[src/hw/rtl/arlm_pkg.sv]
// Shared types, constants and helpers of the AT response line matcher.
package arlm_pkg;

   localparam int LINE_BYTES_DEFAULT    = 512;
   localparam int PATTERN_COUNT_DEFAULT = 8;
   localparam int PATTERN_BYTES_DEFAULT = 32;
   localparam int QUEUE_DEPTH           = 2;

   localparam logic [15:0] TIMEOUT_RESET = 16'd1000;

   localparam logic [7:0] CHAR_WILDCARD = 8'h1B;
   localparam logic [7:0] CHAR_CR       = 8'h0D;
   localparam logic [7:0] CHAR_LF       = 8'h0A;
   localparam logic [7:0] CHAR_PROMPT   = 8'h3E;
   localparam logic [7:0] CHAR_SPACE    = 8'h20;
   localparam logic [7:0] CHAR_A        = 8'h41;
   localparam logic [7:0] CHAR_T        = 8'h54;
   localparam logic [7:0] CHAR_PLUS     = 8'h2B;

   typedef enum logic [1:0] {
      OP_BYTE    = 2'd0,
      OP_TICK    = 2'd1,
      OP_READ    = 2'd2,
      OP_PATTERN = 2'd3
   } op_type;

   typedef enum logic [2:0] {
      ST_IDLE,
      ST_LREAD,
      ST_ECHO_RD,
      ST_ECHO_CMP,
      ST_PAT_RD,
      ST_PAT_CMP,
      ST_REPORT
   } state_type;

   typedef struct packed {
      op_type      op;
      logic [7:0]  data_byte;
      logic [2:0]  pattern_index;
      logic [8:0]  position;
      logic [5:0]  pattern_length;
      logic        pattern_ok;
      logic        pattern_pos_ok;
   } item_type;

   function automatic logic [7:0] echo_char(input logic [1:0] k);
      logic [7:0] c;
      case (k)
         2'd0: c = CHAR_A;
         2'd1: c = CHAR_T;
         2'd2: c = CHAR_PLUS;
         default: c = 8'h00;
      endcase
      return c;
   endfunction

endpackage

[src/hw/rtl/arlm_queue.sv]
// Short item queue between the front and back parts.
module arlm_queue
   import arlm_pkg::*;
(
   input  logic     clock,
   input  logic     reset,
   input  logic     push,
   input  item_type push_item,
   input  logic     pop,
   output item_type pop_item,
   output logic     empty,
   output logic     full
);

   localparam int PTR_W = $clog2(QUEUE_DEPTH);

   item_type               entry_ff [QUEUE_DEPTH];
   logic [PTR_W-1:0]       wr_ptr_ff, wr_ptr_in;
   logic [PTR_W-1:0]       rd_ptr_ff, rd_ptr_in;
   logic [PTR_W:0]         count_ff, count_in;

   assign empty    = count_ff == '0;
   assign full     = count_ff == (PTR_W+1)'(QUEUE_DEPTH);
   assign pop_item = entry_ff[rd_ptr_ff];

   always_comb begin
      wr_ptr_in = wr_ptr_ff;
      rd_ptr_in = rd_ptr_ff;
      count_in  = count_ff;
      if (push) begin
         wr_ptr_in = (wr_ptr_ff == PTR_W'(QUEUE_DEPTH-1)) ? '0 : wr_ptr_ff + PTR_W'(1);
      end
      if (pop) begin
         rd_ptr_in = (rd_ptr_ff == PTR_W'(QUEUE_DEPTH-1)) ? '0 : rd_ptr_ff + PTR_W'(1);
      end
      if (push && !pop) begin
         count_in = count_ff + (PTR_W+1)'(1);
      end else if (pop && !push) begin
         count_in = count_ff - (PTR_W+1)'(1);
      end
   end

   always_ff @(posedge clock) begin
      if (reset) begin
         wr_ptr_ff <= '0;
         rd_ptr_ff <= '0;
         count_ff  <= '0;
      end else begin
         wr_ptr_ff <= wr_ptr_in;
         rd_ptr_ff <= rd_ptr_in;
         count_ff  <= count_in;
      end
   end

   always_ff @(posedge clock) begin
      if (push) begin
         entry_ff[wr_ptr_ff] <= push_item;
      end
   end

endmodule

[config.mk]
export PLATFORM = sky130hd
export DESIGN_NAME = arlm_queue
export DESIGN_NICKNAME = d
export VERILOG_FILES = /design/src/hw/rtl/arlm_pkg.sv /design/src/hw/rtl/arlm_queue.sv
export SDC_FILE = /design/constraint.sdc
export NUM_CORES = 1
export LEC_CHECK = 0
export BUFFER_PORTS_ARGS = -buffer_cell sky130_fd_sc_hd__buf_2
export CAP_MARGIN = 15
export CORE_ASPECT_RATIO = 1.75
export CORE_MARGIN = 5
export CORE_UTILIZATION = 35
export CTS_CLUSTER_DIAMETER = 60
export DETAILED_ROUTE_END_ITERATION = 8
export SETUP_SLACK_MARGIN = 0.05
export SYNTH_ARGS = -nofsm -noshare
export SYNTH_HDL_FRONTEND = slang
export SYNTH_SLANG_ARGS = --single-unit
[constraint.sdc]
create_clock -name clock -period 4.6 [get_ports clock]
set_input_delay 0.92 -clock clock [delete_from_list [all_inputs] [get_ports clock]]
set_output_delay 0.92 -clock clock [all_outputs]
set_load 0.02 [all_outputs]
==> impl_metrics.env, run 1 <==
export IMPL_synth_compound_area_frac=0.00424
export IMPL_finalClockSkew_ns=0.00347
export IMPL_initial_core_util=0.361
export IMPL_drc=0
export IMPL_wire_per_inst_um=14.8
export IMPL_routed_via_density=4.52
export IMPL_worst_slack_ns=1.77
export IMPL_ys_seq_elements=65
export IMPL_ios=66
export IMPL_cts_root_buf="clkbuf_16"
export IMPL_worst_path_max_fanout=17
export IMPL_status="complete, no violations"
export IMPL_ant_nets=0
export IMPL_synth_most_common_cell="edfxtp_1"
export IMPL_rsz0062_at_grt="no"
export IMPL_post_cts_buffers=0
export IMPL_fp_dieW_um=72.1
export IMPL_grt_most_used_layer="met2"
export IMPL_gr_usage_met3=0.0527
export IMPL_pre_cts_ws_ns=2.04
export IMPL_yosys_area_share_xor_xnor=0.0148
export IMPL_slew_violations=0
export IMPL_cap_violations=0
export IMPL_ys_dominant_reg_cell="edfxtp_1"
export IMPL_finalCritPeriodShare=0.616
export IMPL_ctsHoldBuffers=0
export IMPL_grt_start_max_net_pins=31
export IMPL_grt_overflow=0
export IMPL_die_h_um=119
export IMPL_async_flop_share=0
export IMPL_critical_path_arrival_ns=1.91
export IMPL_ys_warn_count=0
export IMPL_vias=1253
export IMPL_instances_no_fill=277
export IMPL_yosys_area_top_type="edfxtp_1"
export IMPL_rows=39
export IMPL_synth_enable_flop_cells=60
export IMPL_worst_slew_pin_slew_ns=0.899
export IMPL_ctsResizeCount=0
export IMPL_diodes=0
export IMPL_place_congestion=0.634
export IMPL_grtUsageMet1=0.106
export IMPL_synth_top_area_frac=0.763
export IMPL_syn_nets=150
export IMPL_required_ns=3.68
export IMPL_hold_path_class="flip-flop to flip-flop"
export IMPL_clock_latency_ns=0.31
export IMPL_path_class="flip-flop to output port"
export IMPL_cts_tree="built"
export IMPL_setup_viol=0
export IMPL_drt_iter0_drc=66
export IMPL_power_uw=1430
export IMPL_period_minus_slack_ns=2.83
export IMPL_postSynthAreaPerCell_um2=20.5
export IMPL_hold_viol=0
export IMPL_clock_path_buffers=2
export IMPL_cts_buffers=9
export IMPL_path_clk_slew_ns=0.05
export IMPL_nets=225
export IMPL_drt_pre_antenna_iters=3
export IMPL_power_density_nw_per_um2=469
export IMPL_synth_common_cells="edfxtp_1, mux2_2, dfxtp_1, nor2_1, buf_2"
export IMPL_drive_gt1_frac=0.569
export IMPL_netlist_instances=115
export IMPL_syn2layout_area_growth_pct=29.2
export IMPL_syn_cell_area_um2=2360
export IMPL_place_port_buffers=65
export IMPL_synth_fa_ha_area_frac=0.00530
export IMPL_grt_use_met2=0.176
export IMPL_grt_antenna_before_repair=0
export IMPL_die_area_um2=8560
export IMPL_fin_setup_tns_ns=0
export IMPL_synth_mux_area_frac=0.143
export IMPL_yosysSeqAreaShare=0.805
export IMPL_worstSetupEndpointType="output port"
export IMPL_cts_max_level=3
export IMPL_grt_use_total=0.107
export IMPL_wirelength_um=4090
export IMPL_clock_sinks=65
export IMPL_vdd_ir_drop_max_mv=0.237
export IMPL_worst_setup_path_start_kind="flip-flop"
export IMPL_hpwl_um=2840
export IMPL_p_leak_uw=0.00117
export IMPL_synth_cell_types=15
export IMPL_utilization=0.467
export IMPL_dpl_cell_count=261
export IMPL_yosys_area_share_simple=0.0196
export IMPL_synthTopCellsByArea="edfxtp_1, mux2_2, dfxtp_1"
export IMPL_synth_top_family_by_area="multiplexers"
export IMPL_relSlewSlack=0.399
export IMPL_core_um2=6540
export IMPL_grt_first_pass_wirelength_um=6590
export IMPL_max_freq_mhz=353
export IMPL_grt_pass1_vias=1402
[report_power, final]
group | internal (uW) | switching [uW]
combinational | 69.7 | 95.7
sequential | 690 | 14.8
clock | 356 | 207
total | 1120 | 318
[stage by stage]
step | area [um^2] | hold WS [ns]
2_1_floorplan | 2360 | 0.461
3_3_place_gp | 2800 | 0.485
3_5_place_dp | 2800 | 0.507
4_1_cts | 3050 | 0.518
5_1_grt | 3050 | 0.560
6_report | 3050 | 0.506
[placed cells by master, fill, tap and decap left out, drive strengths merged]
cell type,netlist,final
dfxtp,5,5
ha,1,1
a21oi,1,1
mux2,30,30
or3,1,1
edfxtp,60,60
clkbuf,0,11
clkinv,0,5
inv,1,1
o21ai,1,1
and2b,1,1
and2,1,1
xnor2,2,2
buf,3,67
nor2,5,5
xor2,2,2
nor2b,1,1
[state kept, by name (all words and copies together) (netlist names), named ones only]
name and flops:
entry_ff 60, count_ff 2, wr_ptr_ff 1, rd_ptr_ff 1
[area by class of cell]
type	instances	area, um^2
multi-input cells	46	449
well taps	82	103
clock buffers	11	233
flip-flops and latches	65	1900
repair buffers	67	340
fillers	601	3490
clock inverters	5	22.5
inverters	1	3.75
[worst paths after layout]
path	endpoint	slack, ns	cells after the start	start
setup / recovery	pop_item[18]	1.77	3	flip-flop
setup reg to reg	entry_ff[1][9]	2.94	2	wr_ptr_ff
hold reg to reg	count_ff[1]	0.51	2	count_ff[1]
hold / removal	count_ff[1]	0.51	2	count_ff[1]
[cell families (layout without fill, tap and decap cells)]
logic type | count (synthesis) | count (layout)
AND/OR/NAND/NOR | 9 | 9
buffers and inverters | 4 | 84
XOR/XNOR | 4 | 4
adder cells (fa/ha/maj) | 1 | 1
AO/OA/AOI/OAI | 2 | 2
flip-flops | 65 | 65
multiplexers | 30 | 30
[critical path: stages, from the launching register on]
cell and delay, ns:
dfxtp_1 0.69, buf_4 0.37, mux2_2 0.37, buf_2 0.16
[per-layer routing]
metal	wire length, um	part of all wire
met2	2200	0.54
met1	1510	0.37
met4	110	0.027
met3	276	0.067
met5	0	0
No activity file was read; power rests on OpenSTA's default activity.
==> run 2: changes to the inputs <==
==> constraint.sdc (replaced) <==
create_clock -name clock -period 2.3 [get_ports clock]
set_input_delay 0.46 -clock clock [delete_from_list [all_inputs] [get_ports clock]]
set_output_delay 0.46 -clock clock [all_outputs]
set_load 0.02 [all_outputs]
==> impl_metrics.env, run 2 (synthesis gave the netlist of run 1 again) <==
export IMPL_status="complete, no violations"
export IMPL_grt_overflow=0
export IMPL_vdd_ir_drop_max_mv=0.558
export IMPL_ant_nets=0
export IMPL_slew_violations=0
export IMPL_die_h_um=119
export IMPL_drt_pre_antenna_iters=4
export IMPL_diodes=0
export IMPL_routed_via_density=4.42
export IMPL_fin_setup_tns_ns=0
export IMPL_register_area_um2=1900
export IMPL_p_leak_uw=0.00122
export IMPL_clock_sinks=65
export IMPL_stdcell_area_um2=3160
export IMPL_hold_viol=0
export IMPL_grt_start_max_net_pins=23
export IMPL_post_cts_buffers=0
export IMPL_ctsResizeCount=0
export IMPL_worstSetupEndpointType="output port"
export IMPL_period_minus_slack_ns=1.89
export IMPL_worst_path_max_fanout=19
export IMPL_rows=39
export IMPL_worst_slew_pin_slew_ns=0.441
export IMPL_largest_reg_flops=60
export IMPL_max_freq_mhz=528
export IMPL_path_class="flip-flop to output port"
export IMPL_multiInputGateArea_um2=449
export IMPL_utilization=0.483
export IMPL_power_density_nw_per_um2=994
export IMPL_grt_use_total=0.101
export IMPL_vias=1232
export IMPL_syn2layout_area_growth_pct=33.7
export IMPL_grt_antenna_before_repair=0
export IMPL_die_area_um2=8560
export IMPL_drt_iter0_drc=45
export IMPL_wire_per_inst_um=14.5
export IMPL_setup_viol=0
export IMPL_wirelength_um=4040
export IMPL_initial_core_util=0.361
export IMPL_mostFrequentLayoutCell="buf_2"
export IMPL_finalCritPeriodShare=0.823
export IMPL_cts_buffers=9
export IMPL_grt_pass1_vias=1340
export IMPL_cts_tree="built"
export IMPL_place_port_buffers=65
export IMPL_nets=227
export IMPL_power_uw=3140
export IMPL_clock_path_buffers=2
export IMPL_critical_path_arrival_ns=1.43
export IMPL_regMostFlops="entry_ff"
export IMPL_hpwl_um=3000
export IMPL_ios=66
export IMPL_grt_first_pass_wirelength_um=6310
export IMPL_n_fill_cell=558
export IMPL_hold_start="push_item[4]"
export IMPL_cap_violations=0
export IMPL_required_ns=1.84
export IMPL_cts_max_level=3
export IMPL_rsz0062_at_grt="no"
export IMPL_drc=0
export IMPL_clock_latency_ns=0.31
export IMPL_drive_gt1_frac=0.589
export IMPL_r2r_start="wr_ptr_ff"
export IMPL_relSlewSlack=0.706
export IMPL_ctsHoldBuffers=0
export IMPL_place_area_um2=2840
export IMPL_cts_root_buf="clkbuf_16"
export IMPL_largestRegisters="entry_ff x60, count_ff x2"
export IMPL_r2r_setup_slack_ns=0.93
export IMPL_place_congestion=0.701
export IMPL_fp_dieW_um=72.1
export IMPL_finalClockSkew_ns=0.00804
export IMPL_hold_path_class="input pin to flip-flop"
export IMPL_path_clk_slew_ns=0.05
export IMPL_layout_common_cells="buf_2, edfxtp_1, mux2_2"
export IMPL_worst_setup_path_start_kind="flip-flop"
export IMPL_core_um2=6540
-- run 2: cell count changes in the layout (fill, tap and decap cells not counted) --
cell	change
buf_12	+2
bufinv_16	+2
clkbuf_1	-2
clkinv_1	-1
clkinv_2	-2
clkinv_4	+3
-- run 2: routing by layer --
layer,vias to the layer above,share of wire,global-route usage
li1,602,-,-
met3,2,0.067,0.0374
met2,42,0.58,0.185
met1,586,0.34,0.0916
met4,0,0.0069,0.0565
met5,-,0,0
-- run 2: power by group --
part	switching, uW	internal [uW]
Clock	442	946
Combinational	199	150
Sequential	22.6	1380
-- run 2: per-stage QoR --
step	hold slack (ns)	setup slack, ns	instances
after CTS	0.316	0.357	279
final	0.333	0.406	279
after global routing	0.315	0.302	279
after global placement	0.482	0.708	263
after floorplan	0.461	0.0573	115
after detailed placement	0.497	0.704	263
-- run 2: path summary, 6_finish.rpt --
kind,end,cells after the start
worst max-delay path,pop_item[17],3
worst min-delay path,entry_ff[0][4],1
worst max register to register,entry_ff[1][3],2
worst min register to register,count_ff[1],2
-- run 2: layout make-up --
cell class | count | share of cell area
Sequential cell | 65 | 0.602
Multi-Input combinational cell | 46 | 0.142
Timing Repair Buffer | 69 | 0.120
Clock buffer | 9 | 0.0713
Tap cell | 82 | 0.0325
Clock inverter | 7 | 0.0301
Inverter | 1 | 0.00119
-- run 2: worst max-delay path, stage by stage, from the launching register on --
cell	delay, ns
dfxtp_1	0.32
buf_4	0.27
mux2_2	0.38
buf_2	0.16
